<file path="config.mk">
export PLATFORM = sky130hd
export DESIGN_NAME = ipv4_five_tuple_extractor_top
export DESIGN_NICKNAME = d
export VERILOG_FILES = /design/src/design/ife_pkg.sv /design/src/design/ipv4_five_tuple_extractor_top.sv
export SDC_FILE = /design/constraint.sdc
export NUM_CORES = 1
export LEC_CHECK = 0
export BUFFER_PORTS_ARGS = -buffer_cell sky130_fd_sc_hd__buf_2
export CAP_MARGIN = 20
export CORE_MARGIN = 3
export CORE_UTILIZATION = 55
export CTS_CLUSTER_DIAMETER = 60
export DETAILED_ROUTE_END_ITERATION = 7
export PLACE_DENSITY = 0.77
export SETUP_SLACK_MARGIN = 0.15
export SLEW_MARGIN = 20
export SYNTH_ARGS = -nofsm -noshare
export SYNTH_HDL_FRONTEND = slang
export SYNTH_SLANG_ARGS = --single-unit
</file>
<file path="constraint.sdc">
create_clock -name clk_i -period 19.22 [get_ports clk_i]
set_input_delay 2.883 -clock clk_i [delete_from_list [all_inputs] [get_ports clk_i]]
set_output_delay 2.883 -clock clk_i [all_outputs]
set_load 0.03 [all_outputs]
</file>
<file path="src/design/ife_pkg.sv">
// ife_pkg: shared types and constants for the ipv4 five-tuple extractor
// no dependencies
package ife_pkg;

  localparam int unsigned CounterWidthDefault = 48;
  localparam int unsigned CountOutWidth       = 48;

  localparam logic [15:0] EthLen      = 16'd14;
  localparam logic [15:0] MinIpHdr    = 16'd20;
  localparam logic [15:0] MinFrameLen = 16'd34;
  localparam logic [15:0] LenMax      = 16'hFFFF;
  localparam logic [15:0] TcpMin      = 16'd20;
  localparam logic [15:0] UdpMin      = 16'd8;
  localparam logic [15:0] TcpFlagsOfs = 16'd13;
  localparam logic [7:0]  ProtoTcp    = 8'd6;
  localparam logic [7:0]  ProtoUdp    = 8'd17;
  localparam logic [3:0]  Ipv4Version = 4'd4;

  // header field offsets from frame start
  localparam logic [15:0] OfsProtocol = EthLen + 16'd9;
  localparam logic [15:0] OfsSrcFirst = EthLen + 16'd12;
  localparam logic [15:0] OfsSrcLast  = EthLen + 16'd15;
  localparam logic [15:0] OfsDstFirst = EthLen + 16'd16;
  localparam logic [15:0] OfsDstLast  = EthLen + 16'd19;

  typedef enum logic [1:0] {
    STATUS_OK          = 2'd0,
    STATUS_TOO_SHORT   = 2'd1,
    STATUS_NOT_IPV4    = 2'd2,
    STATUS_BAD_HDR_LEN = 2'd3
  } ife_status_e;

endpackage

</file>
<file path="src/design/ipv4_five_tuple_extractor_top.sv">
// ipv4_five_tuple_extractor_top: byte-stream ipv4/tcp/udp header parser with counters
// depends on ife_pkg
// result beat is registered: valid in the cycle after the beat carrying the last byte is accepted
// throughput: one byte per cycle while in_stall_o is low, set by the single capture stage feeding the result register
// a result waiting under stall holds off every input beat until it is taken
// reset: rst_ni asynchronous active low, clears frame state, counters and result valid
module ipv4_five_tuple_extractor_top
  import ife_pkg::*;
#(
  parameter int unsigned COUNTER_WIDTH = CounterWidthDefault
) (
  input  logic                     clk_i,
  input  logic                     rst_ni,
  input  logic                     in_valid_i,
  output logic                     in_stall_o,
  input  logic [7:0]               data_byte_i,
  input  logic                     last_byte_i,
  output logic                     out_valid_o,
  input  logic                     out_stall_i,
  output logic [1:0]               status_o,
  output logic [31:0]              source_address_o,
  output logic [31:0]              destination_address_o,
  output logic [15:0]              source_port_o,
  output logic [15:0]              destination_port_o,
  output logic [7:0]               protocol_number_o,
  output logic [15:0]              frame_length_o,
  output logic [7:0]               flags_byte_o,
  output logic [CountOutWidth-1:0] frames_received_o,
  output logic [CountOutWidth-1:0] frames_processed_o,
  output logic [CountOutWidth-1:0] bytes_total_o
);

  logic [15:0] pos_q, pos_d;
  logic [7:0]  vlb_q, vlb_d;
  logic [7:0]  prot_q, prot_d;
  logic [31:0] src_q, src_d;
  logic [31:0] dst_q, dst_d;
  logic [15:0] sp_q, sp_d;
  logic [15:0] dp_q, dp_d;
  logic [7:0]  flg_q, flg_d;

  logic [COUNTER_WIDTH-1:0] rcv_q, rcv_d;
  logic [COUNTER_WIDTH-1:0] proc_q, proc_d;
  logic [COUNTER_WIDTH-1:0] bytes_q, bytes_d;

  logic        out_valid_q, out_valid_d;
  ife_status_e status_q, status_d;
  logic [31:0] res_src_q, res_src_d;
  logic [31:0] res_dst_q, res_dst_d;
  logic [15:0] res_sp_q, res_sp_d;
  logic [15:0] res_dp_q, res_dp_d;
  logic [7:0]  res_prot_q, res_prot_d;
  logic [15:0] res_len_q, res_len_d;
  logic [7:0]  res_flg_q, res_flg_d;

  logic        in_acc;
  logic        last_acc;
  logic [15:0] tofs;
  logic [15:0] ihl;
  logic [15:0] ip_len;
  logic [15:0] tlen;

  assign in_stall_o = out_valid_q && out_stall_i;
  assign in_acc     = in_valid_i && !in_stall_o;
  assign last_acc   = in_acc && last_byte_i;

  // per-byte capture
  always_comb begin
    vlb_d  = vlb_q;
    prot_d = prot_q;
    src_d  = src_q;
    dst_d  = dst_q;
    sp_d   = sp_q;
    dp_d   = dp_q;
    flg_d  = flg_q;
    tofs   = EthLen + {10'd0, vlb_q[3:0], 2'b00};
    if (pos_q == EthLen) begin
      vlb_d = data_byte_i;
    end
    if (pos_q == OfsProtocol) begin
      prot_d = data_byte_i;
    end
    if (pos_q >= OfsSrcFirst && pos_q <= OfsSrcLast) begin
      src_d = {src_q[23:0], data_byte_i};
    end
    if (pos_q >= OfsDstFirst && pos_q <= OfsDstLast) begin
      dst_d = {dst_q[23:0], data_byte_i};
    end
    if (pos_q > EthLen) begin
      if (pos_q == tofs) begin
        sp_d = {data_byte_i, 8'd0};
      end
      if (pos_q == tofs + 16'd1) begin
        sp_d = {sp_q[15:8], data_byte_i};
      end
      if (pos_q == tofs + 16'd2) begin
        dp_d = {data_byte_i, 8'd0};
      end
      if (pos_q == tofs + 16'd3) begin
        dp_d = {dp_q[15:8], data_byte_i};
      end
      if (pos_q == tofs + TcpFlagsOfs) begin
        flg_d = data_byte_i;
      end
    end
    pos_d = (pos_q < LenMax) ? pos_q + 16'd1 : LenMax;
  end

  // frame verdict on the last byte
  always_comb begin
    ihl        = {10'd0, vlb_d[3:0], 2'b00};
    ip_len     = pos_d - EthLen;
    tlen       = ip_len - ihl;
    status_d   = STATUS_OK;
    res_src_d  = '0;
    res_dst_d  = '0;
    res_sp_d   = '0;
    res_dp_d   = '0;
    res_prot_d = '0;
    res_flg_d  = '0;
    res_len_d  = pos_d;
    rcv_d      = rcv_q;
    proc_d     = proc_q;
    bytes_d    = bytes_q;
    if (pos_d < MinFrameLen) begin
      status_d = STATUS_TOO_SHORT;
    end else begin
      rcv_d   = rcv_q + COUNTER_WIDTH'(1);
      bytes_d = bytes_q + COUNTER_WIDTH'(pos_d);
      if (vlb_d[7:4] != Ipv4Version) begin
        status_d = STATUS_NOT_IPV4;
      end else if (ihl < MinIpHdr || ip_len < ihl) begin
        status_d = STATUS_BAD_HDR_LEN;
      end else begin
        status_d   = STATUS_OK;
        res_src_d  = src_d;
        res_dst_d  = dst_d;
        res_prot_d = prot_d;
        proc_d     = proc_q + COUNTER_WIDTH'(1);
        if (prot_d == ProtoTcp && tlen >= TcpMin) begin
          res_sp_d  = sp_d;
          res_dp_d  = dp_d;
          res_flg_d = flg_d;
        end else if (prot_d == ProtoUdp && tlen >= UdpMin) begin
          res_sp_d = sp_d;
          res_dp_d = dp_d;
        end
      end
    end
  end

  always_comb begin
    out_valid_d = out_valid_q;
    if (last_acc) begin
      out_valid_d = 1'b1;
    end else if (out_valid_q && !out_stall_i) begin
      out_valid_d = 1'b0;
    end
  end

  always_ff @(posedge clk_i or negedge rst_ni) begin
    if (!rst_ni) begin
      pos_q       <= '0;
      vlb_q       <= '0;
      prot_q      <= '0;
      src_q       <= '0;
      dst_q       <= '0;
      sp_q        <= '0;
      dp_q        <= '0;
      flg_q       <= '0;
      rcv_q       <= '0;
      proc_q      <= '0;
      bytes_q     <= '0;
      out_valid_q <= 1'b0;
    end else begin
      out_valid_q <= out_valid_d;
      if (last_acc) begin
        pos_q   <= '0;
        vlb_q   <= '0;
        prot_q  <= '0;
        src_q   <= '0;
        dst_q   <= '0;
        sp_q    <= '0;
        dp_q    <= '0;
        flg_q   <= '0;
        rcv_q   <= rcv_d;
        proc_q  <= proc_d;
        bytes_q <= bytes_d;
      end else if (in_acc) begin
        pos_q  <= pos_d;
        vlb_q  <= vlb_d;
        prot_q <= prot_d;
        src_q  <= src_d;
        dst_q  <= dst_d;
        sp_q   <= sp_d;
        dp_q   <= dp_d;
        flg_q  <= flg_d;
      end
    end
  end

  always_ff @(posedge clk_i) begin
    if (last_acc) begin
      status_q   <= status_d;
      res_src_q  <= res_src_d;
      res_dst_q  <= res_dst_d;
      res_sp_q   <= res_sp_d;
      res_dp_q   <= res_dp_d;
      res_prot_q <= res_prot_d;
      res_len_q  <= res_len_d;
      res_flg_q  <= res_flg_d;
    end
  end

  // counters only move when a new result loads, so they track the held beat
  assign out_valid_o           = out_valid_q;
  assign status_o              = status_q;
  assign source_address_o      = res_src_q;
  assign destination_address_o = res_dst_q;
  assign source_port_o         = res_sp_q;
  assign destination_port_o    = res_dp_q;
  assign protocol_number_o     = res_prot_q;
  assign frame_length_o        = res_len_q;
  assign flags_byte_o          = res_flg_q;
  assign frames_received_o     = CountOutWidth'(64'(rcv_q));
  assign frames_processed_o    = CountOutWidth'(64'(proc_q));
  assign bytes_total_o         = CountOutWidth'(64'(bytes_q));

`ifndef SYNTHESIS
  a_last_gives_result: assert property (@(posedge clk_i) disable iff (!rst_ni)
    last_acc |=> out_valid_q)
    else $error("last byte accepted without a result beat");

  a_last_clears_frame: assert property (@(posedge clk_i) disable iff (!rst_ni)
    last_acc |=> (pos_q == '0 && vlb_q == '0))
    else $error("frame state not cleared after last byte");

  a_bad_status_zero: assert property (@(posedge clk_i) disable iff (!rst_ni)
    (out_valid_q && status_q != STATUS_OK) |->
      (res_src_q == '0 && res_dst_q == '0 && res_sp_q == '0 && res_flg_q == '0))
    else $error("tuple fields nonzero on a failed frame");

  a_short_not_counted: assert property (@(posedge clk_i) disable iff (!rst_ni)
    (last_acc && pos_d < MinFrameLen) |=> $stable(rcv_q) && $stable(bytes_q))
    else $error("short frame was counted");
`endif

endmodule
</file>
* After elaboration in Yosys (flattened, before gate mapping) *
Index checks and enable logic that the tools add are counted.

storage, ports and cells
  register bits = 411
  output and inout bits = 276

operators by class
  order comparisons = 11
  add/sub/neg operators = 11
  reduce and logical (&&, ||, !) cells = 17
  mux-type cells = 37
  equal/unequal tests = 10
  bitwise gates (word level) = 4

operator list
  kind                                                                 count
  2-to-1 mux 16 bit                                                    17
  2-to-1 mux 32 bit                                                    6
  adder 48 x 1 -> 48 bit (second input constant)                       2
  2-to-1 mux 8 bit                                                     10
  == test 16 x 8 -> 1 bit                                              4
  adder 48 x 16 -> 48 bit                                              1
  greater-or-equal comparator 16 x 5 -> 1 bit (second input constant)  3
  adder 16 x 1 -> 16 bit (second input constant)                       1
  adder 7 x 2 -> 8 bit (second input constant)                         2
  == test 16 x 4 -> 1 bit (second input constant)                      1
  == test 16 x 5 -> 1 bit (second input constant)                      1
  == test 16 x 7 -> 1 bit                                              1
  greater-or-equal comparator 16 x 4 -> 1 bit (second input constant)  1
  > comparator 16 x 4 -> 1 bit (second input constant)                 1
  less-or-equal comparator 16 x 5 -> 1 bit (second input constant)     1
  less-or-equal comparator 16 x 6 -> 1 bit (second input constant)     1
  < comparator 16 bit (second input constant)                          1
  < comparator 16 x 6 -> 1 bit                                         1
  < comparator 16 x 6 -> 1 bit (second input constant)                 1
  subtractor 16 x 4 -> 16 bit (second input constant)                  1
  subtractor 16 x 6 -> 16 bit                                          1
  adder 7 x 1 -> 8 bit (second input constant)                         1
  adder 7 x 4 -> 8 bit (second input constant)                         1
  == test 8 x 3 -> 1 bit (second input constant)                       1
  15 further kinds                                                     29

* Depth between registers and ports, before layout *
Gate-level depths: netlist (run 1).

  word-level depth = 8
  depth in mapped cells = 21

* Worst setup path after synthesis (run 1) *
No wires, ideal clock.

  path type = input -> register
  from = input port out_stall_i
  to = register rcv_q[45] (netlist: frames_received_o[45])
  required time = 19.140 ns
  cell stages on the path = 10
  buffers on the path = 1
  arrival = 11.091 ns
  path slack = 8.049 ns
  library setup time = 0.080 ns
  path through = nand2_1 -> nand2_1 -> nor2_1 -> o41ai_2 -> nor2_1 -> nand2_1 -> or3_1 -> clkbuf_1 -> nor3_1 -> xor2_1

on the way
  longest elaborated chain between the ends = 5

RTL lines
  element                        RTL line                              text
  from (decl)                    ipv4_five_tuple_extractor_top.sv:19   input logic out_stall_i,
  logical AND 1 bit              ipv4_five_tuple_extractor_top.sv:63   assign in_stall_o = out_valid_q && out_stall_i;
  zero test 1 bit                ipv4_five_tuple_extractor_top.sv:64   assign in_acc = in_valid_i && !in_stall_o;
  logical AND 1 bit              ipv4_five_tuple_extractor_top.sv:64
  logical AND 1 bit              ipv4_five_tuple_extractor_top.sv:65   assign last_acc = in_acc && last_byte_i;
  named net last_acc             ipv4_five_tuple_extractor_top.sv:57   logic last_acc;
  AND reduction 2 bit (no line)  -
  to (signal assigned)           ipv4_five_tuple_extractor_top.sv:186  rcv_q <= rcv_d;
  to (decl)                      ipv4_five_tuple_extractor_top.sv:42   logic [COUNTER_WIDTH-1:0] rcv_q, rcv_d;

The timed path passes the listed nets, and every way through them passes these cells.
A chain may end at the register's enable or synchronous reset.

* Worst setup path after layout (run 1) *
  from = input port last_byte_i
  to = register proc_q[47] (netlist: frames_processed_o[47])

on the way
  longest elaborated chain between the ends = 2

RTL lines
  element                        RTL line                              text
  from (decl)                    ipv4_five_tuple_extractor_top.sv:17   input logic last_byte_i,
  logical AND 1 bit              ipv4_five_tuple_extractor_top.sv:65
  named net last_acc             ipv4_five_tuple_extractor_top.sv:57
  AND reduction 4 bit (no line)  -
  to (signal assigned)           ipv4_five_tuple_extractor_top.sv:187  proc_q <= proc_d;
  to (decl)                      ipv4_five_tuple_extractor_top.sv:43   logic [COUNTER_WIDTH-1:0] proc_q, proc_d;

The timed path passes the listed nets, and every way through them passes these cells.

==> summary.txt, run 1 <==
Pwr
  • P_sw: 537 µW
  • Power per cell area: 87.7 nW/µm²
  • P_leak: 0.0104 µW
  • Switching share of power: 26.5%
  • Comb pwr share: 10.4%
  • Pint: 1490 µW
  • Peak VDD IR: 0.0950 mV
  • Clock Power Share: 42.4%
  • Sequential Power Share: 47.2%

Critical path
  • Critical path cell sequence: buf_2 > inv_1 > nor2_4 > buf_4 > nand3_1 > or3_1 > nor4_2 > xor2_1
  • WP data arrival: 6.87 ns
  • Crit path max-delay family: simple AND/OR/NAND/NOR gates
  • Slowest cell on the critical path: or3_1
  • CP Buf/Inv Count: 3
  • Highest net fanout along the worst path: 24
  • Worst endpoint required time: 19.70 ns
  • Worst setup EP type: flip-flop
  • RR Startpoint: pos_q[0]$_DFFE_PN0P_
  • Worst setup SP type: input port
  • Crit. Startpoint: last_byte_i
  • CP peak stage delay: 0.95 ns
  • Kind of critical path: in2reg

Logic synthesis
  • Post-synth cell types: 88
  • FFs w/ async S/R, synth: 68.4%
  • Number of flops mapped to enable cells by yosys: 130
  • Synth Flop Type: dfrtp_1
  • Mean area per synthesized cell: 10.9 µm²
  • Synth Instances: 1815
  • Syn. warnings: 0
  • Synthesized area: 19900 µm²
  • Register area share after synthesis: 55.0%
  • Post-synth net total: 1856
  • Yosys reg bits: 411

Status
  • Status: complete, no violations

Route
  • Drt first pass iters: 5
  • First DRT Iteration DRCs: 1176
  • Post-Route WL: 50.6 mm
  • DR DRC count: 0
  • DR vias/cell: 5.92
  • Vias: 15172
  • WL per Instance: 19.7 µm
  • Routed Antenna Nets: 0

STA
  • F_max: 157 MHz
  • Fin Hold WS: 0.478 ns
  • Unrepaired setup endpoints after global routing: no
  • Worst-Margin Slew: 1.10 ns
  • Tcrit/Tclk final: 33.2%
  • Minimum clock period: 6.38 ns
  • Final setup vio count: 0
  • Final hold vios: 0
  • Slew HR: 26.3%
  • Final Max Slew Viols: 0
  • Sum Neg Setup Slack: 0 ns
  • Clk_skew: 0.0260 ns

Floorplanning
  • I/O pins: 289
  • DIE HEIGHT: 196 µm
  • Initial Util: 56.7%
  • Die Wd: 196 µm
  • Die area: 38400 µm²
  • Row Count: 68
  • Core area: 35100 µm²

CTS
  • Num CTS Buffers: 45
  • Clock buffer depth: 3
  • Post-CTS setup buffers: 0
  • CTS tree: done
  • Resize count post-CTS: 0
  • Clock-pin slew on the worst setup and hold paths: 0.06 ns
  • H-tree levels: 2
  • Post-CTS Hold Fix Bufs: 0
  • Root Buffer: clkbuf_16
  • Worst skew pair latency: 0.58 ns
  • Clock sinks: 411

Layout
  • Post-route cell area: 23100 µm²
  • Filler cells: 2703
  • Core Util, Final: 66.0%
  • Most frequent cells in the layout: 287 x buf_2, 281 x dfrtp_1, 224 x nand2_1
  • Layout cells sized above 1: 20.8%
  • Commonest non-fill, non-tap cell in the layout: buf_2
  • P&R area growth vs syn: 16.4%
  • Nets: 2108
  • Register area: 10900 µm²
  • Area of the multi-input gates: 8360 µm²
  • Post-Layout Cell Count: 2565

Place
  • Post-Place Cells: 2474
  • Port Buffers: 288
  • DP Area: 21600 µm²
  • Dpl hpwl: 33.7 mm
  • Final Wtd Congestion: 0.912

Run
  • Max Cap Viol: 0

GRT
  • Total congestion overflow: 0
  • Largest net degree at the start of global routing: 165
  • First-pass GRT wire length: 81.2 mm
  • Initial antenna violation count: 6
  • Total track usage: 25.9%
  • Number of global-route vias before repair: 14849

Min path
  • Hold_sp: bytes_total_o[47]$_DFFE_PN0P_
  • Class of the worst hold path: reg2reg
-- registers in the layout, summed over array words and instances (netlist names), 32 cells and up --
name,count
bytes_total_o,48
frames_processed_o,48
frames_received_o,48
destination_address_o,32
dst_q,32
source_address_o,32
src_q,32
-- layout make-up --
type,instances,share of cell area (%)
inverter,44,0.714
sequential,411,47.3
tap,455,2.46
antenna,6,0.0649
timing repair buffer,305,6.97
multi-input combinational,1260,36.1
clock buffer,59,5.31
clock inverter,25,1.08
-- cells in the mapped netlist, types with 31 or more instances --
| library cell | number | area, µm² |
|---|---|---|
| dfrtp_1 | 281 | 7030 |
| nand4_1 | 31 | 194 |
| nand3_1 | 75 | 375 |
| clkbuf_1 | 59 | 221 |
| nor4_1 | 31 | 194 |
| nor3_1 | 44 | 220 |
| mux2i_1 | 76 | 761 |
| a22o_1 | 81 | 709 |
| o21ai_0 | 84 | 420 |
| inv_1 | 43 | 161 |
| xor2_1 | 75 | 657 |
| a21oi_1 | 51 | 255 |
| nand2_1 | 224 | 841 |
| and3_1 | 39 | 244 |
| edfxtp_1 | 130 | 3900 |
| nor2_1 | 122 | 458 |
| xnor2_1 | 91 | 797 |
-- path summary, 6_finish.rpt --
kind / to / slack, ns / cells past startpoint
worst max register to register: source_port_o[4]$_SDFFCE_PP0P_ / 13.07 / 18
worst min register to register: bytes_total_o[47]$_DFFE_PN0P_ / 0.48 / 1
max in group asynchronous: src_q[7]$_DFFE_PN0P_ / 15.46 / 2
min in group asynchronous: frames_received_o[14]$_DFFE_PN0P_ / 2.36 / 1
worst min-delay path: bytes_total_o[47]$_DFFE_PN0P_ / 0.48 / 1
worst max-delay path: frames_processed_o[47]$_DFFE_PN0P_ / 12.84 / 8
-- kinds of logic after synthesis --
family          synth area share [%]
compound gates                  10.5
fa+ha+maj                       2.04
xor+xnor                        7.32
simple gates                    17.8
buf+inv                         3.16
flops                           55.0
mux                             4.17
-- metrics by stage --
| stage | worst slack, ns | power [µW] |
|---|---|---|
| after CTS | 12.46 | 2040 |
| after floorplan | 8.05 | 1110 |
| after global placement | 12.14 | 1180 |
| after detailed placement | 11.89 | 1180 |
| final | 12.84 | 2030 |
| after global routing | 12.52 | 2100 |
-- power groups by stage --
stage | sequential, µW | clock, µW | combinational (µW)
global route | 961 | 910 | 230
CTS | 957 | 873 | 211
finish | 958 | 860 | 211
detailed placement | 973 | 0 | 210
floorplan | 1020 | 0 | 89.9
global placement | 972 | 0 | 205
-- metal layers --
| layer | GRT usage (%) | routed length, µm |
|---|---|---|
| met5 | 0 | 6 |
| met1 | 35.7 | 21000 |
| met3 | 4.76 | 3780 |
| met4 | 8.82 | 1270 |
| met2 | 42.0 | 24500 |
No activity file was read; power rests on OpenSTA's default activity.
==> run 2: changes to the inputs <==
CORE_UTILIZATION = 52   (was 55)
clock period = 5.8 ns   (was 19.22 ns; I/O delays follow)
==> summary.txt, run 2 (synthesis gave the netlist of run 1 again) <==
Floorplanning
  • Die Wd: 201 µm
  • Row Count: 70
  • Die area: 40600 µm²
  • Core area: 37100 µm²
  • I/O pins: 289
  • DIE HEIGHT: 201 µm
  • Initial Util: 53.5%

Place
  • Dpl hpwl: 35.1 mm
  • Port Buffers: 288
  • DP Area: 21700 µm²
  • Final Wtd Congestion: 0.895

Run
  • Max Cap Viol: 0

Layout
  • P&R area growth vs syn: 17.4%
  • Post-route cell area: 23300 µm²
  • Register area: 10900 µm²
  • Filler cells: 2987
  • Layout cells sized above 1: 21.1%
  • Commonest non-fill, non-tap cell in the layout: buf_2
  • Area of the multi-input gates: 8360 µm²
  • Most frequent cells in the layout: 287 x buf_2, 279 x dfrtp_1, 224 x nand2_1
  • Nets: 2114

Critical path
  • Critical path cell sequence: nand3_1 > nor4_1 > o21ai_1 > inv_1 > ha_1 > nand2_1 > nand2_1 > xnor2_1 > nand2_1 > ha_1 > o21ai_0 > nand2b_1 > a2111oi_0 > nand4_1 > xnor2_1 > or4_4 > o2111ai_4 > buf_4 > nor3_1
  • CP Buf/Inv Count: 2
  • Flop2flop setup slack: 0.53 ns
  • CP peak stage delay: 0.69 ns
  • Crit path max-delay family: simple AND/OR/NAND/NOR gates
  • Worst setup EP type: flip-flop
  • CP dominant cell by count: nand2_1
  • Kind of critical path: reg2reg
  • Worst setup SP type: flip-flop
  • Slowest cell on the critical path: dfrtp_1
  • WP data arrival: 5.55 ns
  • R2R Path End: source_port_o[6]$_SDFFCE_PP0P_
  • Worst endpoint required time: 6.08 ns
  • R2R cell count: 19
  • Highest net fanout along the worst path: 32
  • Crit. Startpoint: pos_q[3]$_DFFE_PN0P_
  • RR Startpoint: pos_q[3]$_DFFE_PN0P_

Route
  • Vias: 15133
  • DR DRC count: 0
  • WL per Instance: 19.5 µm
  • Post-Route WL: 51.1 mm
  • DR vias/cell: 5.78
  • Routed Antenna Nets: 0
  • Drt first pass iters: 5
  • First DRT Iteration DRCs: 1148

CTS
  • H-tree levels: 2
  • Clock-pin slew on the worst setup and hold paths: 0.06 ns
  • Post-CTS Hold Fix Bufs: 0
  • Clock sinks: 411
  • Num CTS Buffers: 46
  • Root Buffer: clkbuf_16
  • Clock buffer depth: 3
  • CTS tree: done
  • Worst skew pair latency: 0.58 ns

Status
  • Status: complete, no violations

STA
  • Final Max Slew Viols: 0
  • Final hold vios: 0
  • Clk_skew: 0.0138 ns
  • Sum Neg Setup Slack: 0 ns
  • Slew HR: 28.4%
  • Final setup vio count: 0
  • Worst-Margin Slew: 1.07 ns
  • F_max: 190 MHz
  • Minimum clock period: 5.27 ns
  • Unrepaired setup endpoints after global routing: no
  • Tcrit/Tclk final: 90.9%

Pwr
  • Peak VDD IR: 0.222 mV
  • Clock Power Share: 44.0%
  • Comb pwr share: 10.1%
  • Power per cell area: 296 nW/µm²
  • Switching share of power: 25.5%
  • P_sw: 1770 µW
  • Pint: 5140 µW
  • P_leak: 0.0105 µW
  • Sequential Power Share: 45.9%

Min path
  • Class of the worst hold path: in2async

GRT
  • First-pass GRT wire length: 82.2 mm
  • Number of global-route vias before repair: 15090
  • Largest net degree at the start of global routing: 142
  • Total congestion overflow: 0
  • Total track usage: 24.9%
  • Initial antenna violation count: 4
[run 2: cell count changes in the layout (fill, tap and decap cells not counted), sizes merged]
cell | before | now
buf | 305 | 310
bufinv | 3 | 6
clkbuf | 59 | 66
clkinv | 15 | 8
clkinvlp | 3 | 1
diode | 6 | 4
[run 2: worst max-delay path by stage]
stage	end	slack (ns)	depth (start not counted)
floorplan	frames_received_o[45]$_DFFE_PN0P_	0.89	10
global placement	source_port_o[6]$_SDFFCE_PP0P_	0.71	20
detailed placement	source_port_o[5]$_SDFFCE_PP0P_	0.41	20
CTS	source_port_o[6]$_SDFFCE_PP0P_	0.36	20
global route	source_port_o[6]$_SDFFCE_PP0P_	0.16	19
finish	source_port_o[6]$_SDFFCE_PP0P_	0.53	19
[run 2: routing by layer]
metal / vias to the layer above / GRT usage [%] / routed length [µm]
li1: 7032 / - / -
met1: 7443 / 33.3 / 21500
met2: 549 / 41.0 / 24600
met3: 109 / 5.31 / 3490
met4: 0 / 8.05 / 1570
met5: - / 0 / 0
[run 2: power groups by stage]
stage	clock (µW)	combinational (µW)	sequential [µW]
after floorplan	0	299	3380
after global placement	0	686	3220
after detailed placement	0	704	3230
after CTS	3100	706	3170
after global routing	3220	767	3190
final	3040	698	3170
[run 2: worst reg2reg max path, delay by kind of cell, from the launching register on]
| kind | cells | cell delay, ns |
|---|---|---|
| XOR/XNOR | 2 | 0.35 |
| flip-flops | 1 | 0.69 |
| adder cells (fa/ha/maj) | 2 | 0.57 |
| AO/OA/AOI/OAI | 4 | 0.83 |
| buffers and inverters | 2 | 0.48 |
| AND/OR/NAND/NOR | 9 | 2.08 |
[run 2: final cells by class]
cell class | count | area share, %
multi-input cells | 1260 | 35.8
flip-flops and latches | 411 | 46.9
diodes | 4 | 0.0429
inverters | 44 | 0.708
clock buffers | 66 | 5.60
repair buffers | 310 | 7.04
well taps | 504 | 2.70
clock inverters | 19 | 1.18
[run 2: stage by stage]
step                setup WS, ns  hold WS, ns  utilization, %  power [µW]  std cells
detailed placement         0.414        0.460            58.5        3930       2529
global route               0.160        0.340            62.8        7180       2618
floorplan                  0.891        0.441               -        3680       1815
CTS                        0.362        0.325            62.8        6980       2614
global placement           0.710        0.451            58.5        3910       2529
finish                     0.529        0.296            62.8        6910       2618
[run 2: repair_timing]
action                     in CTS  in global routing
setup endpoints to repair       0                 40
gates resized for setup         0                  4
setup buffers                   0                  0
==> run 3: changes to the inputs <==
CORE_UTILIZATION = 55   (was 52)
clock period = 5.89 ns   (was 5.8 ns; I/O delays follow)
==> summary.txt, run 3 (synthesis gave the netlist of run 1 again) <==
Critical path
  • R2R Path End: source_port_o[1]$_SDFFCE_PP0P_
  • WP data arrival: 5.54 ns
  • Flop2flop setup slack: 0.60 ns
  • RR Startpoint: pos_q[0]$_DFFE_PN0P_
  • Crit path capture: source_port_o[1]$_SDFFCE_PP0P_
  • Highest net fanout along the worst path: 32
  • Kind of critical path: reg2reg
  • Worst endpoint required time: 6.14 ns
  • R2R cell count: 20
  • Crit. Startpoint: pos_q[0]$_DFFE_PN0P_
  • Worst setup SP type: flip-flop
  • Worst setup EP type: flip-flop

Floorplanning
  • Initial Util: 56.7%
  • Die area: 38400 µm²
  • DIE HEIGHT: 196 µm
  • Die Wd: 196 µm
  • Core area: 35100 µm²
  • I/O pins: 289
  • Row Count: 68

STA
  • Minimum clock period: 5.29 ns
  • F_max: 189 MHz
  • Fin Hold WS: 0.281 ns
  • Clk_skew: 0.0226 ns
  • Final Max Slew Viols: 0
  • Tcrit/Tclk final: 89.8%
  • Final setup vio count: 0
  • Final hold vios: 0
  • Worst-Margin Slew: 1.03 ns
  • Unrepaired setup endpoints after global routing: no
  • Sum Neg Setup Slack: 0 ns
  • Slew HR: 31.4%

Route
  • DR DRC count: 0
  • First DRT Iteration DRCs: 1233
  • Vias: 15183
  • Post-Route WL: 50.5 mm
  • WL per Instance: 19.6 µm
  • Drt first pass iters: 5
  • DR vias/cell: 5.91
  • Routed Antenna Nets: 0

Layout
  • P&R area growth vs syn: 16.4%
  • Commonest non-fill, non-tap cell in the layout: buf_2
  • Layout cells sized above 1: 20.8%
  • Nets: 2115
  • Most frequent cells in the layout: 287 x buf_2, 281 x dfrtp_1, 224 x nand2_1
  • Filler cells: 2729

Place
  • Dpl hpwl: 33.9 mm
  • Final Wtd Congestion: 0.902
  • Port Buffers: 288

GRT
  • Number of global-route vias before repair: 14621
  • Total track usage: 25.9%
  • Total congestion overflow: 0
  • Largest net degree at the start of global routing: 148
  • Initial antenna violation count: 5
  • First-pass GRT wire length: 80.8 mm

Pwr
  • Power per cell area: 284 nW/µm²
  • Peak VDD IR: 0.306 mV
  • P_sw: 1700 µW
  • Clock Power Share: 41.9%
  • P_leak: 0.0104 µW
  • Sequential Power Share: 47.5%
  • Comb pwr share: 10.6%
  • Pint: 4870 µW
  • Switching share of power: 25.9%

Run
  • Max Cap Viol: 0

CTS
  • Num CTS Buffers: 46
  • CTS tree: done
  • Post-CTS setup buffers: 0
  • Worst skew pair latency: 0.55 ns
  • Root Buffer: clkbuf_16
  • Resize count post-CTS: 0
  • H-tree levels: 2
  • Clock sinks: 411
  • Post-CTS Hold Fix Bufs: 0
  • Clock buffer depth: 3
  • Clock-pin slew on the worst setup and hold paths: 0.06 ns

Min path
  • Class of the worst hold path: in2async

Status
  • Status: complete, no violations
-- run 3: cell types whose count changed in the layout (fill, tap and decap cells not counted), sizes merged --
cell / before / now
bufinv: 6 / 3
clkinv: 8 / 11
clkinvlp: 1 / 4
clkbuf: 66 / 64
inv: 48 / 46
buf: 310 / 311
diode: 4 / 5
-- run 3: layer usage --
layer	vias to the layer above	routed length, µm	GRT usage, %
li1	7013	-	-
met5	-	0	0
met2	607	24200	41.2
met3	76	4020	5.05
met4	0	1150	7.71
met1	7487	21100	36.4
-- run 3: critical path, cell delays in order, from the launching register on --
cell and delay, ns:
dfrtp_1 0.55, ha_1 0.41, and3_1 0.28, nand4_1 0.10, buf_4 0.19, nand2b_1 0.20, ha_1 0.27, nand2_1 0.09
nand2_1 0.10, xnor2_1 0.12, nand2_1 0.11, ha_1 0.33, o21ai_0 0.09, nand2b_1 0.12, a2111oi_0 0.39, nand4_1 0.28
xnor2_1 0.21, or4_4 0.51, o2111ai_4 0.19, buf_4 0.36, nor3_1 0.11
-- run 3: stage by stage --
step	area, µm²	power, µW	cells	utilization [%]	setup slack, ns
final	23100	6570	2570	66.0	0.601
after global routing	23100	6820	2570	66.0	0.164
after CTS	23100	6610	2565	66.0	0.704
after detailed placement	21700	3870	2481	61.8	0.688
after global placement	21700	3850	2481	61.8	0.872
after floorplan	19900	3620	1815	-	0.967
-- run 3: worst min path at each step --
stage | cells after the start | slack, ns | from | endpoint
floorplan | 2 | 0.44 | vlb_q[7]$_DFFE_PN0P_ | vlb_q[7]$_DFFE_PN0P_
global placement | 1 | 0.45 | frames_processed_o[47]$_DFFE_PN0P_ | frames_processed_o[47]$_DFFE_PN0P_
detailed placement | 1 | 0.46 | frames_received_o[47]$_DFFE_PN0P_ | frames_received_o[47]$_DFFE_PN0P_
CTS | 1 | 0.30 | rst_ni | frames_received_o[15]$_DFFE_PN0P_
global route | 1 | 0.30 | rst_ni | frames_received_o[11]$_DFFE_PN0P_
finish | 1 | 0.28 | rst_ni | frames_received_o[11]$_DFFE_PN0P_
-- run 3: final cells by class --
type	count	area (µm²)	share of cell area (%)
sequential	411	10900	47.3
multi-input combinational	1260	8350	36.1
timing repair buffer	311	1650	7.14
clock buffer	64	1250	5.40
tap	455	569	2.46
clock inverter	20	196	0.849
inverter	44	165	0.714
antenna	5	12.5	0.0541
-- run 3: power groups by stage --
stage | sequential, µW | clock, µW | combinational (µW)
after floorplan | 3330 | 0 | 294
after global placement | 3170 | 0 | 678
after detailed placement | 3170 | 0 | 694
final | 3120 | 2750 | 695
after CTS | 3120 | 2790 | 699
after global routing | 3140 | 2930 | 758
